### config.mk
export PLATFORM = sky130hd
export DESIGN_NAME = tlv_tag_set_filter_top
export DESIGN_NICKNAME = d
export VERILOG_FILES = /design/src/rtl/tsf_pkg.sv /design/src/rtl/tsf_match.sv /design/src/rtl/tsf_parse.sv /design/src/rtl/tlv_tag_set_filter_top.sv
export SDC_FILE = /design/constraint.sdc
export NUM_CORES = 1
export LEC_CHECK = 0
export BUFFER_PORTS_ARGS = -buffer_cell sky130_fd_sc_hd__clkbuf_2
export CORE_ASPECT_RATIO = 1.4
export CORE_UTILIZATION = 45
export DETAILED_ROUTE_END_ITERATION = 8
export GPL_TIMING_DRIVEN = 0
export PLACE_DENSITY_LB_ADDON = 0.15
export REMOVE_ABC_BUFFERS = 1
export SLEW_MARGIN = 10
export SYNTH_ARGS = -nofsm -noshare
export SYNTH_HDL_FRONTEND = slang
export SYNTH_SLANG_ARGS = --single-unit
### constraint.sdc
create_clock -name clk -period 2.77 [get_ports clk]
set_input_delay 0.277 -clock clk [delete_from_list [all_inputs] [get_ports clk]]
set_output_delay 0.277 -clock clk [all_outputs]
set_load 0.02 [all_outputs]
### src/rtl/tsf_pkg.sv
`default_nettype none

package tsf_pkg;

	localparam int unsigned DATA_W     = 8;
	localparam int unsigned LEN_W      = 16;
	localparam int unsigned TOTAL_W    = 24;
	localparam int unsigned TAG_SET_W  = 64;
	localparam int unsigned TAG_CNT_W  = 4;
	localparam int unsigned CFG_W      = TAG_SET_W;
	localparam int unsigned CFG_IDX_W  = 1;

	localparam logic [TOTAL_W-1:0] TOTAL_MAX = '1;

	typedef enum logic [CFG_IDX_W-1:0] {
		REG_TAG_SET   = 1'b0,
		REG_TAG_COUNT = 1'b1
	} tsf_reg_t;

	typedef enum logic [1:0] {
		PH_TAG    = 2'd0,
		PH_LEN_HI = 2'd1,
		PH_LEN_LO = 2'd2,
		PH_VALUE  = 2'd3
	} tsf_phase_t;

	typedef struct packed {
		logic [DATA_W-1:0] data_byte;
		logic              buffer_end;
	} tsf_in_t;

	typedef struct packed {
		logic [DATA_W-1:0]  out_byte;
		logic               byte_kept;
		logic               end_of_buffer;
		logic [TOTAL_W-1:0] copied_total;
	} tsf_out_t;

endpackage

`default_nettype wire

### src/rtl/tsf_match.sv
`default_nettype none

module tsf_match #(
	parameter int unsigned MAX_TAGS = 8
) (
	input  wire logic [tsf_pkg::TAG_SET_W-1:0] tag_set,
	input  wire logic [tsf_pkg::TAG_CNT_W-1:0] tag_count,
	input  wire logic [tsf_pkg::DATA_W-1:0]    tag,
	output logic                               hit
);
	import tsf_pkg::*;

	logic [MAX_TAGS-1:0] lane_hit;

	// slot k is live when k < tag_count; k never reaches past MAX_TAGS
	always_comb begin
		for (int k = 0; k < MAX_TAGS; k++) begin
			lane_hit[k] = (TAG_CNT_W'(k) < tag_count) &&
				(tag_set[DATA_W*k +: DATA_W] == tag);
		end
	end

	assign hit = |lane_hit;

endmodule

`default_nettype wire

### src/rtl/tsf_parse.sv
`default_nettype none

module tsf_parse #(
	parameter int unsigned COUNT_BITS = 24
) (
	input  wire logic            clk,
	input  wire logic            arst_n,
	input  wire logic            step,
	input  wire tsf_pkg::tsf_in_t beat,
	input  wire logic            tag_hit,
	output tsf_pkg::tsf_out_t    result
);
	import tsf_pkg::*;

	localparam logic [COUNT_BITS-1:0] CNT_MAX = '1;

	tsf_phase_t            phase_q, phase_n;
	logic                  match_q, match_n;
	logic [LEN_W-1:0]      remain_q, remain_n;
	logic [COUNT_BITS-1:0] count_q, count_n;
	logic [32:0]           count_wide;

	always_comb begin
		phase_n  = phase_q;
		match_n  = match_q;
		remain_n = remain_q;
		case (phase_q)
			PH_TAG: begin
				match_n = tag_hit;
				phase_n = PH_LEN_HI;
			end
			PH_LEN_HI: begin
				remain_n = {beat.data_byte, 8'h00};
				phase_n  = PH_LEN_LO;
			end
			PH_LEN_LO: begin
				remain_n = {remain_q[LEN_W-1:DATA_W], beat.data_byte};
				phase_n  = (remain_n == '0) ? PH_TAG : PH_VALUE;
			end
			PH_VALUE: begin
				remain_n = (remain_q != '0) ? remain_q - LEN_W'(1) : remain_q;
				phase_n  = (remain_n == '0) ? PH_TAG : PH_VALUE;
			end
			default: begin
				phase_n = PH_TAG;
			end
		endcase
		count_n = (match_n && count_q != CNT_MAX) ? count_q + COUNT_BITS'(1) : count_q;
	end

	always_comb begin
		count_wide           = 33'(count_n);
		result.out_byte      = match_n ? beat.data_byte : '0;
		result.byte_kept     = match_n;
		result.end_of_buffer = beat.buffer_end;
		result.copied_total  = (count_wide > 33'(TOTAL_MAX)) ? TOTAL_MAX
			: count_wide[TOTAL_W-1:0];
	end

	always_ff @(posedge clk or negedge arst_n) begin
		if (!arst_n) begin
			phase_q  <= PH_TAG;
			match_q  <= 1'b0;
			remain_q <= '0;
			count_q  <= '0;
		end else if (step) begin
			if (beat.buffer_end) begin
				phase_q  <= PH_TAG;
				match_q  <= 1'b0;
				remain_q <= '0;
				count_q  <= '0;
			end else begin
				phase_q  <= phase_n;
				match_q  <= (phase_n == PH_TAG) ? 1'b0 : match_n;
				remain_q <= remain_n;
				count_q  <= count_n;
			end
		end
	end

	// no element is open while a tag byte is expected
	a_tag_clears_match: assert property (@(posedge clk) disable iff (!arst_n)
		(phase_q == PH_TAG) |-> !match_q)
		else $error("match flag set while expecting a tag");
	a_value_nonzero: assert property (@(posedge clk) disable iff (!arst_n)
		(phase_q == PH_VALUE) |-> (remain_q != '0))
		else $error("value phase with nothing remaining");
	a_end_restarts: assert property (@(posedge clk) disable iff (!arst_n)
		(step && beat.buffer_end) |=> (count_q == '0 && phase_q == PH_TAG))
		else $error("parser did not restart after buffer end");

endmodule

`default_nettype wire

### src/rtl/tlv_tag_set_filter_top.sv
// TLV tag-set filter.
// item channel: one byte of a tag/length/value buffer per beat, with a flag
// on the buffer's last byte. result channel: exactly one beat per item beat,
// in order, carrying the byte (zeroed when dropped), a kept flag, the end
// flag and the saturating count of bytes kept so far in the buffer.
// An element is kept whole when its tag equals one of the first tag_count
// bytes of tag_set, at most MAX_TAGS of them. The user must write
// configuration through cfg_we/cfg_index/cfg_data only while the block is
// idle; the block does not enforce this. It applies from the next tag byte.
// Path: item into the input register, then one pass of phase update and
// parallel tag compare into the result register. Throughput: one item per
// cycle while the result side does not stall; the phase and count update
// is combinational.
// Reset clears the parser, the count, both registers and both pipeline
// stage valid flags. When result_stall is held the result register and the
// input register hold their beats and item_stall rises once both are full.
`default_nettype none

module tlv_tag_set_filter_top #(
	parameter int unsigned MAX_TAGS   = 8,
	parameter int unsigned COUNT_BITS = 24
) (
	input  wire logic                          clk,
	input  wire logic                          arst_n,
	input  wire logic                          item_valid,
	output logic                               item_stall,
	input  wire tsf_pkg::tsf_in_t              item,
	output logic                               result_valid,
	input  wire logic                          result_stall,
	output tsf_pkg::tsf_out_t                  result,
	input  wire logic                          cfg_we,
	input  wire logic [tsf_pkg::CFG_IDX_W-1:0] cfg_index,
	input  wire logic [tsf_pkg::CFG_W-1:0]     cfg_data
);
	import tsf_pkg::*;

	logic [TAG_SET_W-1:0] tag_set_q;
	logic [TAG_CNT_W-1:0] tag_count_q;
	logic                 valid_s1;
	tsf_in_t              item_s1;
	logic                 adv_s2;
	logic                 step;
	logic                 tag_hit;
	tsf_out_t             result_n;

	always_ff @(posedge clk or negedge arst_n) begin
		if (!arst_n) begin
			tag_set_q   <= '0;
			tag_count_q <= '0;
		end else if (cfg_we) begin
			case (tsf_reg_t'(cfg_index))
				REG_TAG_SET:   tag_set_q   <= cfg_data;
				REG_TAG_COUNT: tag_count_q <= cfg_data[TAG_CNT_W-1:0];
				default:       tag_set_q   <= tag_set_q;
			endcase
		end
	end

	assign adv_s2     = !result_valid || !result_stall;
	assign step       = valid_s1 && adv_s2;
	assign item_stall = valid_s1 && !adv_s2;

	always_ff @(posedge clk or negedge arst_n) begin
		if (!arst_n) begin
			valid_s1 <= 1'b0;
		end else if (!item_stall) begin
			valid_s1 <= item_valid;
		end
	end

	always_ff @(posedge clk) begin
		if (item_valid && !item_stall) begin
			item_s1 <= item;
		end
	end

	tsf_match #(
		.MAX_TAGS (MAX_TAGS)
	) u_match (
		.tag_set   (tag_set_q),
		.tag_count (tag_count_q),
		.tag       (item_s1.data_byte),
		.hit       (tag_hit)
	);

	tsf_parse #(
		.COUNT_BITS (COUNT_BITS)
	) u_parse (
		.clk     (clk),
		.arst_n  (arst_n),
		.step    (step),
		.beat    (item_s1),
		.tag_hit (tag_hit),
		.result  (result_n)
	);

	always_ff @(posedge clk or negedge arst_n) begin
		if (!arst_n) begin
			result_valid <= 1'b0;
		end else if (adv_s2) begin
			result_valid <= valid_s1;
		end
	end

	always_ff @(posedge clk) begin
		if (step) begin
			result <= result_n;
		end
	end

	a_drop_zero: assert property (@(posedge clk) disable iff (!arst_n)
		(result_valid && !result.byte_kept) |-> (result.out_byte == '0))
		else $error("dropped beat carries data");
	a_stall_full: assert property (@(posedge clk) disable iff (!arst_n)
		item_stall |-> (valid_s1 && result_valid && result_stall))
		else $error("input stalled with room in the pipeline");
	a_step_lands: assert property (@(posedge clk) disable iff (!arst_n)
		step |=> result_valid)
		else $error("stepped beat did not reach the result register");
	a_hold_stage: assert property (@(posedge clk) disable iff (!arst_n)
		item_stall |=> (valid_s1 && $stable(item_s1)))
		else $error("input stage lost its beat while stalled");

endmodule

`default_nettype wire

Word-level counts from Yosys, hierarchy flattened
Cells that the tools add are included.
{ "word_totals": {"ff_bits": 156, "latchBits": 0, "ram_bits": 0, "rom_bits": 0, "input_bits": 79, "wordCells": 80, "n_memories": 0} }
{ "op_classes": {"add_sub_neg": 2, "mul": 0, "div_mod_pow": 0, "magnitude_cmp": 8, "n_eq_ne": 13, "shifts": 0, "mux": 12, "n_bitwise": 1, "reduce_logical": 29} }
{ "ops": {"columns": ["op", "n"], "rows": [
  ["== test 8 bit", 8],
  ["2-to-1 mux 24 bit", 2],
  ["case mux 16 bit (3 select lines)", 1],
  ["logical NOT 16 bit", 2],
  ["2-to-1 mux 16 bit", 2],
  ["adder 24 x 1 -> 24 bit, second input constant", 1],
  ["inequality test 24 bit, second input constant", 1],
  ["< comparator 3 x 4 -> 1 bit, first input constant", 4],
  ["nonzero test 16 bit", 1],
  ["subtractor 16 x 1 -> 16 bit, second input constant", 1],
  ["logical AND 1 bit", 12],
  ["< comparator 1 x 4 -> 1 bit, first input constant", 2],
  ["< comparator 2 x 4 -> 1 bit, first input constant", 2],
  ["case mux 2 bit (4 select lines)", 1],
  ["OR reduction 8 bit", 1],
  ["2-to-1 mux 2 bit", 3],
  ["AND reduction 2 bit", 3],
  ["== test 2 bit, second input constant", 2],
  ["logical NOT 1 bit", 4],
  ["logical NOT 2 bit", 2],
  ["nonzero test 4 bit", 1],
  ["2-to-1 mux 1 bit", 3],
  ["AND reduction 3 bit", 1],
  ["nonzero test 3 bit", 1],
  ["4 further kinds", 4]
]} }

Depth between registers and ports, before layout
Gate-level depths: netlist (run 1).
{ "logic_depth": {"ltp_word": 8, "ltp_mapped": 11, "depth_no_buf": 9} }

Modules after synthesis
From an unflattened synthesis (run 1), not the netlist that was laid out.
{ "hier_totals": {"hier_cells": 691, "hier_area_um2": 8389.3} }
{ "modules_own_cells": {"columns": ["mod", "instances", "cells_per_inst", "area_each_um2"], "rows": [
  ["tlv_tag_set_filter_top", 1, 196, 4227.8],
  ["tsf_parse", 1, 391, 3331.9],
  ["tsf_match", 1, 104, 829.5]
]} }

Least setup slack after synthesis (run 1)
OpenSTA, ideal clock, no wires.
{ "synth_timing": {"path_type": "flip-flop to flip-flop", "from": "register u_parse.remain_q[10]", "to": "register u_parse.match_q", "setup_ns": 0.126, "arrival_ns": 2.566, "required_ns": 2.644, "setup_slack_ns": 0.078, "stages_incl_launch_ff": 10, "n_path_buf": 1, "synth_period_minus_slack_ns": 2.692, "path_cell_list": "dfrtp_1 > or4_4 > nand4bb_4 > nand2b_4 > buf_6 > or3_1 > a2111oi_2 > a31oi_1 > o311ai_1 > nand2_1"} }
{ "synth_via": {"elab_chain_len": 8} }
{ "synth_lines": {"columns": ["item", "line", "source"], "rows": [
  ["start: declaration", "tsf_parse.sv:19", "logic [LEN_W-1:0] remain_q, remain_n;"],
  ["start signal: assignment", "tsf_parse.sv:75", "remain_q <= remain_n;"],
  ["subtractor 16 x 1 -> 16 bit or nonzero test 16 bit (tied branches)", "tsf_parse.sv:41", "remain_n = (remain_q != '0) ? remain_q - LEN_W'(1) : remain_q;"],
  ["2-to-1 mux 16 bit", "tsf_parse.sv:41", null],
  ["logical NOT 16 bit", "tsf_parse.sv:42", "phase_n = (remain_n == '0) ? PH_TAG : PH_VALUE;"],
  ["2-to-1 mux 2 bit", "tsf_parse.sv:42", null],
  ["case mux 2 bit (4 select lines) *", "tsf_parse.sv:27", "case (phase_q)"],
  ["logical NOT 2 bit *", "tsf_parse.sv:74", "match_q <= (phase_n == PH_TAG) ? 1'b0 : match_n;"],
  ["2-to-1 mux 1 bit *", "tsf_parse.sv:74", null],
  ["2-to-1 mux 1 bit *", "tsf_parse.sv:67", "if (beat.buffer_end) begin"],
  ["end signal: assignment", "tsf_parse.sv:74", null],
  ["end: declaration", "tsf_parse.sv:18", "logic match_q, match_n;"]
]} }
Mark *: on every way between the ends. The rest lies on a longest branch, timed or not.
A chain may end at the register's enable or synchronous reset.

==> results of run 1 <==
[final cells by class]
| class | count | area, um^2 | share of cell area (%) |
|---|---|---|---|
| timing repair buffer | 148 | 970 | 9.89 |
| clock inverter | 12 | 120 | 1.22 |
| multi-input combinational | 486 | 3740 | 38.1 |
| sequential | 156 | 4120 | 42.0 |
| clock buffer | 20 | 458 | 4.67 |
| antenna | 1 | 2.50 | 0.0255 |
| tap | 236 | 295 | 3.01 |
| inverter | 27 | 106 | 1.08 |
[metrics by stage]
step	std cells	power, uW
2_1_floorplan	667	4720
3_3_place_gp	1017	5240
6_report	1086	7960
5_1_grt	1086	8390
4_1_cts	1083	7930
3_5_place_dp	1019	5320
[cell families (layout without fill, tap and decap cells)]
group           after synthesis  in the layout  share of synthesized area (%)
simple gates                206            208                           14.0
buf+inv                      60            207                           3.12
compound gates              104            104                           8.95
mux                          71             71                           10.1
xor+xnor                     96             96                           10.6
fa+ha+maj                     7              7                           1.11
flops                       156            156                           52.1
other cells                   0              1                              0
[worst paths after layout]
kind / from / end / cells after the start
min: item[2] / item_s1[2] / 1
max: item_s1[2] / result[17] / 10
max reg2reg: item_s1[2] / result[17] / 10
min reg2reg: u_parse.match_q / u_parse.match_q / 2
max in group asynchronous: arst_n / u_parse.remain_q[8] / 3
min in group asynchronous: arst_n / tag_set_q[61] / 2
[routing by layer]
layer | GRT usage, % | vias to the layer above | part of all wire (%)
li1 | - | 2799 | -
met4 | 7.91 | 0 | 2.1
met3 | 5.46 | 29 | 5.4
met1 | 25.4 | 2896 | 40
met2 | 39.4 | 175 | 53
met5 | 0 | - | 0
[flip-flops by register name, summed over array words and instances, names as in the netlist]
register	count
item_s1	9
u_parse.match_q	1
result_valid	1
result	34
u_parse.phase_q	2
u_parse.count_q	24
u_parse.remain_q	16
tag_count_q	4
tag_set_q	64
valid_s1	1
[layout by cell type, fill, tap and decap left out, types with 4 or more instances in the layout]
cell,netlist,layout
xnor2_1,54,53
nand3_1,15,15
xor2_1,42,42
nand4_1,14,14
dfrtp_1,113,111
clkbuf_16,0,18
and3_1,10,10
a21oi_1,21,20
o21ai_0,21,21
nand2_1,61,59
o311ai_0,14,12
ha_1,7,7
nor4_1,16,13
and2_1,9,9
nand2b_1,4,4
clkinv_2,0,6
buf_12,0,9
clkbuf_2,1,113
o311ai_1,4,5
nor3b_1,4,4
mux2_2,69,69
inv_1,26,25
or4_1,13,13
nor3_1,8,7
nor2_1,33,33
a22oi_1,9,8
edfxtp_1,43,43
o21ai_1,6,6
buf_4,0,23
or3_4,0,4
[repair_timing]
action / 4_1_cts / 5_1_grt
setup buffers: 30 / 1
hold buffers: 1 / 0
endpoints found under the hold margin: 41 / 0
setup endpoints to repair: 76 / 51
pin swaps: 8 / 7
gates cloned: 1 / 1
resized for setup: 19 / 17
[power by group]
part	internal, uW	leakage [uW]	switching [uW]
Combinational	1170	0.00200	1400
Clock	1370	0.000285	904
Sequential	2790	0.00181	326
==> metrics, run 1 <==
status=finished, violations left; failing checks=negative setup slack; f_max=roughly 0.36 GHz; total wire length=18,800 um; slowest cell on the critical path=edfxtp_1; Final Cell Area=9810 um^2; number of global-route vias before repair=approximately 6.1k; CP dominant cell by count=buf_4; TritonCTS Sinks=156; setup slack at placement=-886 ps; crit path cell chain=buf_12, buf_4, xor2_1, nor4_1, a21oi_1, a211oi_4, buf_4, nor2_2, or3_4, xnor2_1; Relative slew margins=31.5%; depth of the CTS H-tree=4; Data arrival, critical path=between 2000 and 3000 ps; Sum Neg Setup Slack=-5.41 ps; antenna violations before repair=1; FP Rows=57; Max Slew Vio Count=0; endpoints failing setup=1; final core occ=56.8%; Layout Nets=922; FF-to-FF setup slack=-5 ps; Fin. Hold Viols=0; Total Routing Usage GR=22.2%; Pre-antenna DRT Iters=4; PwrDens=between 800 and 900 nW/um^2; Worst Tran Pin Value=1020 ps; Synth Register Bits=156; Synth cell types=between 50 and 60; critical path's top delay family=simple AND/OR/NAND/NOR gates; via count=5,899; Initial Util=45.8%; clk buf depth=2; Die W=114 um; asr flop ratio synth=72.4%; clock skew=10.9 ps; DR WL/cell=17.3 um; via/cell ratio=~5.4; Placer Congestion=0.835; DP Wirelength=12,800 um; Max Cap Viol=0; Antenna Nets Post-Route=0; Hold Crit Class=in -> reg; First DRT Iteration DRCs=227; synth warn=0; Period minus WS final=2780 ps; Worst Path Buf+Inv=3; Core ar.=between 15,000 and 20,000 um^2; WS Path Type=reg -> reg; RSZ-0062 raised after global routing=true; fin worst setup slack=-5.41 ps; share of the synthesized area in the top cell type=35.8%; CP startpoint kind=register; Synth top cells by count=dfrtp_1 (113), mux2_2 (69), nand2_1 (61); die footprint=18,100 um^2; placed cell area=roughly 8700 um^2; largest area contributor in the netlist=dfrtp_1; Max VDD drop=about 0.45 mV; Seq/Total Area, Yosys=52.1%; layout cell share with drive strength beyond 1=33.3%; Synth Instances=700; endpoint type of the worst setup path=register; top-count cell post-synth=dfrtp_1; largest net degree at the start of global routing=73; Data required, critical path=2940 ps; Netlist Area Pre-Place=7900 um^2; first-pass GRT wire length=30,700 um; Port Buffers=114; Period Utilization, post-route=100%; # fillers=around 1.5k; Synth Flop Type=dfrtp_1; Hold WS=25.7 ps; Syn Area/Cell=approximately 11 um^2; CTS root buf=clkbuf_16; Max stage delay on crit path=between 400 and 500 ps; Inserted Clock Buffers=17; Leakage=0.00409 uW; TritonCTS clock tree=yes; clock latency on the worst-skew pair=430 ps; Layout area overhead=24.1%; Clock Pin Slew Worst Setup and Hold Paths=60 ps; Die Y=about 160 um; global route overflow=0; Post-synth EDFFs=43; CP max FO=8; drc violations=0; synth top area cells=dfrtp_1 (36%), edfxtp_1 (16%), mux2_2 (9.8%), xnor2_1 (6.0%), xor2_1 (4.7%); number of I/O pins=115
(Power assumes the default switching activity.)
==> run 2: changes to the inputs <==
--- a/config.mk
+++ b/config.mk
@@ -6,7 +6,7 @@
 export NUM_CORES = 1
 export LEC_CHECK = 0
 export BUFFER_PORTS_ARGS = -buffer_cell sky130_fd_sc_hd__clkbuf_2
-export CORE_ASPECT_RATIO = 1.4
+export CORE_ASPECT_RATIO = 1.75
 export CORE_UTILIZATION = 45
 export DETAILED_ROUTE_END_ITERATION = 8
 export GPL_TIMING_DRIVEN = 0
==> run 2 against run 1 <==
Clock skew about the same. Largest power group unchanged. Combinational power increased by 9.3%. Worst setup slack got worse by 14 ps. Register-to-register slack about the same. Power increased by 5.7%. First-iteration DRC count increased by 27%. Clock-buffer cell count increased by 3. Non-clock buffer count increased by 18. Sequential power about the same. Critical path depth increased by 1. The flow still finishes with violations (negative setup slack). Final area increased by 3.3%. Fmax decreased by 0.49%. Highest routed layer unchanged. Critical endpoint is now result[21].
==> metrics, run 2 (synthesis gave the netlist of run 1 again) <==
status=finished, violations left; failing checks=negative setup slack; Antenna Nets Post-Route=0; Max stage delay on crit path=420 ps; Initial Util=46.4%; drc violations=0; PwrDens=830 nW/um^2; commonest non-fill, non-tap cell in the layout=clkbuf_2; Layout area overhead=28.3%; Period Utilization, post-route=101%; Max VDD drop=0.462 mV; Worst Tran Pin Value=1070 ps; DP Wirelength=13,100 um; first-pass GRT wire length=approximately 31,000 um; Largest Register=tag_set_q; Inserted Clock Buffers=17; Core ar.=17,000 um^2; global route overflow=0; max reg flops=64; DR WL/cell=around 18 um; f_max=0.359 GHz; endpoint type of the worst setup path=register; Hold Crit Class=in -> reg; Total Routing Usage GR=22.8%; Worst Path Buf+Inv=3; Max Cap Viol=0; fin worst setup slack=-19.1 ps; Final Cell Area=~10,000 um^2; Hold WS=34.8 ps; total chip power=around 8400 uW; via/cell ratio=5.46; largest net degree at the start of global routing=99; Relative slew margins=28.0%; layout cell share with drive strength beyond 1=between 30% and 40%; total wire length=about 20,000 um; clock skew=approximately 11 ps; CP max FO=6; FP Rows=between 60 and 70; CTS root buf=clkbuf_16; depth of the CTS H-tree=4; Fin. Hold Viols=0; RSZ-0062 raised after global routing=true; endpoints failing setup=3; Placer Congestion=0.877; most frequent cells in the layout=clkbuf_2 (113), dfrtp_1 (110), mux2_2 (69); antenna violations before repair=0; CP startpoint kind=register; Max Slew Vio Count=0; number of I/O pins=115; TritonCTS Sinks=roughly 160; largest registers=tag_set_q (64), result (34), u_parse.count_q (24); Data required, critical path=a little under 3000 ps; Clock Pin Slew Worst Setup and Hold Paths=60 ps; Port Buffers=114; clock latency on the worst-skew pair=420 ps; placed cell area=8710 um^2; WS Path Type=reg -> reg; Antenna Diode Count=0; Final Non-Filler Cells=1,094; clk buf depth=2; die footprint=18,100 um^2; Die W=around 100 um; CP dominant cell by count=buf_12; Leakage=0.00426 uW; critical path's top delay family=simple AND/OR/NAND/NOR gates; Layout Nets=940; slowest cell on the critical path=edfxtp_1; First DRT Iteration DRCs=288; crit path cell chain=buf_12, buf_12, xnor2_2, nand4_1, nor4_4, a311oi_4, a211oi_2, buf_4, nor2_4, or3_4, xnor2_1; Die Y=177 um; Sum Neg Setup Slack=-44.7 ps; placed cell count=roughly 1.0k; Period minus WS final=2790 ps; TritonCTS clock tree=yes; Data arrival, critical path=2950 ps; number of global-route vias before repair=6,103; via count=5,968; Pre-antenna DRT Iters=4
-- run 2: changes by cell type in the layout (fill, tap and decap cells not counted), sizes merged --
cell,change
diode,-1
inv,+1
buf,+18
clkinvlp,-2
clkinv,-2
clkbuf,+3
-- run 2: worst register-to-register path, cell delays in order (launching register included) --
cell	delay (ps)
edfxtp_1	420
buf_12	170
buf_12	130
xnor2_2	140
nand4_1	160
nor4_4	270
a311oi_4	170
a211oi_2	280
buf_4	200
nor2_4	80
or3_4	380
xnor2_1	140
-- run 2: where the power goes --
| part | leakage, uW | switching (uW) | internal [uW] |
|---|---|---|---|
| Clock | 0.000315 | 959 | 1520 |
| Sequential | 0.00181 | 330 | 2790 |
| Combinational | 0.00214 | 1500 | 1310 |
| Total | 0.00426 | 2790 | 5620 |
-- run 2: per-stage QoR --
step / setup WS [ps] / utilization [%]
floorplan: -949 / -
global placement: -2150 / 50.6
detailed placement: -940 / 51.2
CTS: -82.2 / 58.4
global route: -142 / 59.5
finish: -19.1 / 59.5
-- run 2: repair_timing --
item	in CTS	in global routing
pin swaps	13	15
endpoints found under the hold margin	15	0
setup endpoints to repair	60	46
hold buffers	1	0
gates cloned	2	0
buffers inserted	43	5
resized for setup	24	44
-- run 2: worst paths after layout --
path | startpoint | endpoint | slack (ps) | depth (start not counted)
max | item_s1[6] | result[21] | -20 | 11
min | item[5] | item_s1[5] | 30 | 1
max reg2reg | item_s1[6] | result[21] | -20 | 11
min reg2reg | valid_s1 | result_valid | 520 | 1
max in group asynchronous | arst_n | u_parse.remain_q[8] | 1750 | 3
min in group asynchronous | arst_n | tag_set_q[60] | 260 | 2
-- run 2: area by class of cell --
class / count / area (um^2)
fill: 1485 / 6890
sequential: 156 / 4120
multi-input combinational: 486 / 3810
timing repair buffer: 166 / 1170
clock buffer: 23 / 520
tap: 227 / 284
clock inverter: 9 / 121
inverter: 27 / 101
-- run 2: per-layer routing --
layer | track usage [%] | wire length (um) | vias to the layer above | share of wire, %
li1 | - | - | 2836 | -
met1 | 25.4 | 7460 | 2966 | 38
met2 | 42.1 | 11100 | 134 | 56
met3 | 3.51 | 669 | 32 | 3.4
met4 | 9.52 | 491 | 0 | 2.5
met5 | 0 | 0 | - | 0
==> run 3: changes to the inputs <==
--- a/config.mk
+++ b/config.mk
@@ -12,6 +12,7 @@
 export GPL_TIMING_DRIVEN = 0
 export PLACE_DENSITY_LB_ADDON = 0.15
 export REMOVE_ABC_BUFFERS = 1
+export SETUP_SLACK_MARGIN = 0.2
 export SLEW_MARGIN = 10
 export SYNTH_ARGS = -nofsm -noshare
 export SYNTH_HDL_FRONTEND = slang
==> run 3 against run 2 <==
The flow still finishes with violations (negative setup slack). Fmax is 0.32% lower. Clock-buffer cell count did not move. Power increased by 7.4%.
==> metrics, run 3 (synthesis gave the netlist of run 1 again) <==
status=finished, violations left; failing checks=negative setup slack; CP startpoint kind=register; Data required, critical path=2940 ps; RSZ-0062 raised after global routing=true; Sum Neg Setup Slack=-55.7 ps; First DRT Iteration DRCs=308; hold path startpoint=item[5]; clock skew=11.9 ps; Initial Util=between 40% and 50%; via/cell ratio=about 5.6; Worst Tran Pin Value=1050 ps; layout cell share with drive strength beyond 1=45.3%; CTS root buf=clkbuf_16; FP Rows=63; Die Y=177 um; depth of the CTS H-tree=4; global route overflow=0; TritonCTS Sinks=156; total wire length=21,400 um; FF-to-FF setup slack=-30 ps; final core occ=64.1%; Hold WS=roughly 32 ps; WS Path Type=reg -> reg; drc violations=0; hold path depth=1; Antenna Nets Post-Route=0; number of global-route vias before repair=approximately 6.3k; max reg flops=64; endpoint type of the worst setup path=register; Max VDD drop=0.463 mV; Layout area overhead=38.1%; global route hottest layer=met2; Die W=102 um; Crit Reg-Reg Endpoint=result[12]; hold path endpoint=item_s1[5]; Max Cap Viol=0; largest net degree at the start of global routing=99; Port Buffers=around 110; antenna violations before repair=0; clock latency on the worst-skew pair=420 ps; Core ar.=approximately 17,000 um^2; Hold Crit Class=in -> reg; DR WL/cell=18.9 um; largest registers=tag_set_q (64), result (34), u_parse.count_q (24); Data arrival, critical path=2970 ps; Reg2Reg Depth=14; most frequent cells in the layout=clkbuf_2 (113), dfrtp_1 (107), mux2_2 (69); Period minus WS final=2800 ps; Antenna Diode Count=0; fin worst setup slack=-28.2 ps; f_max=0.357 GHz; Clock Pin Slew Worst Setup and Hold Paths=about 70 ps; die footprint=18,100 um^2; met2 GRT Util=between 40% and 50%; first-pass GRT wire length=approximately 32,000 um; Largest Register=tag_set_q; endpoints failing setup=4; Relative slew margins=29.1%; Inserted Clock Buffers=17; Pre-antenna DRT Iters=5; via count=6,350; M3 GR Usage=3.70%; PwrDens=just over 800 nW/um^2; Leakage=0.00456 uW; CP max FO=5; Total Routing Usage GR=23.6%; TritonCTS clock tree=yes; r2r startpoint=item_s1[6]; clk buf depth=2; commonest non-fill, non-tap cell in the layout=clkbuf_2; Period Utilization, post-route=101%; Fin. Hold Viols=0; met1 usage=26.0%; Placer Congestion=0.877; number of I/O pins=~120; Max Slew Vio Count=0; total chip power=9030 uW; DP Wirelength=13,100 um; Layout Nets=979
-- run 3: final cells by class --
class / instances / area (um^2)
clock inverter: 9 / 121
multi-input combinational: 489 / 4200
fill: 1376 / 6120
tap: 227 / 284
clock buffer: 23 / 520
inverter: 27 / 101
sequential: 156 / 4130
timing repair buffer: 202 / 1550
-- run 3: through the flow --
step | setup slack, ps | instance area, um^2 | instances
floorplan | -949 | 7760 | 667
global placement | -2150 | 8610 | 1008
detailed placement | -940 | 8710 | 1012
CTS | -82.2 | 10300 | 1102
global route | -145 | 10900 | 1133
finish | -28.2 | 10900 | 1133
-- run 3: worst max-delay path, cell delays in order, from the launching register on --
cell and delay (ps):
edfxtp_1 420, buf_12 160, buf_12 130, xnor2_1 150, nand4_1 170, nor4_4 260, a311oi_4 160, a211oi_2 280
buf_6 170, buf_12 100, buf_6 90, nor2_4 60, buf_4 130, nor2_2 150, xnor2_1 110
-- run 3: worst max path at each step --
stage / from / end / slack (ps) / cells past startpoint
floorplan: cfg_index / tag_set_q[0] / -950 / 2
detailed placement: item_s1[7] / u_parse.count_q[12] / -940 / 8
global placement: cfg_we / tag_set_q[31] / -2150 / 3
CTS: u_parse.remain_q[8] / u_parse.match_q / -80 / 8
finish: item_s1[6] / result[12] / -30 / 14
global route: item_s1[6] / result[21] / -150 / 11
-- run 3: per-layer routing --
layer  wire [um]  up-vias
li1            -     2926
met1        7910     3174
met2       11800      191
met3         775       59
met4         865        0
met5           0        -
-- run 3: where the power goes --
| group | internal, uW | switching, uW |
|---|---|---|
| clock | 1520 | 968 |
| combinational | 1660 | 1740 |
| sequential | 2790 | 346 |
-- run 3: what timing repair did --
item	CTS	global route
hold endpoints to repair	15	0
endpoints found under the setup margin	68	57
hold buffers	1	0
resized for setup	89	74
setup buffers	53	30
cloned	4	1
pin swaps	38	49
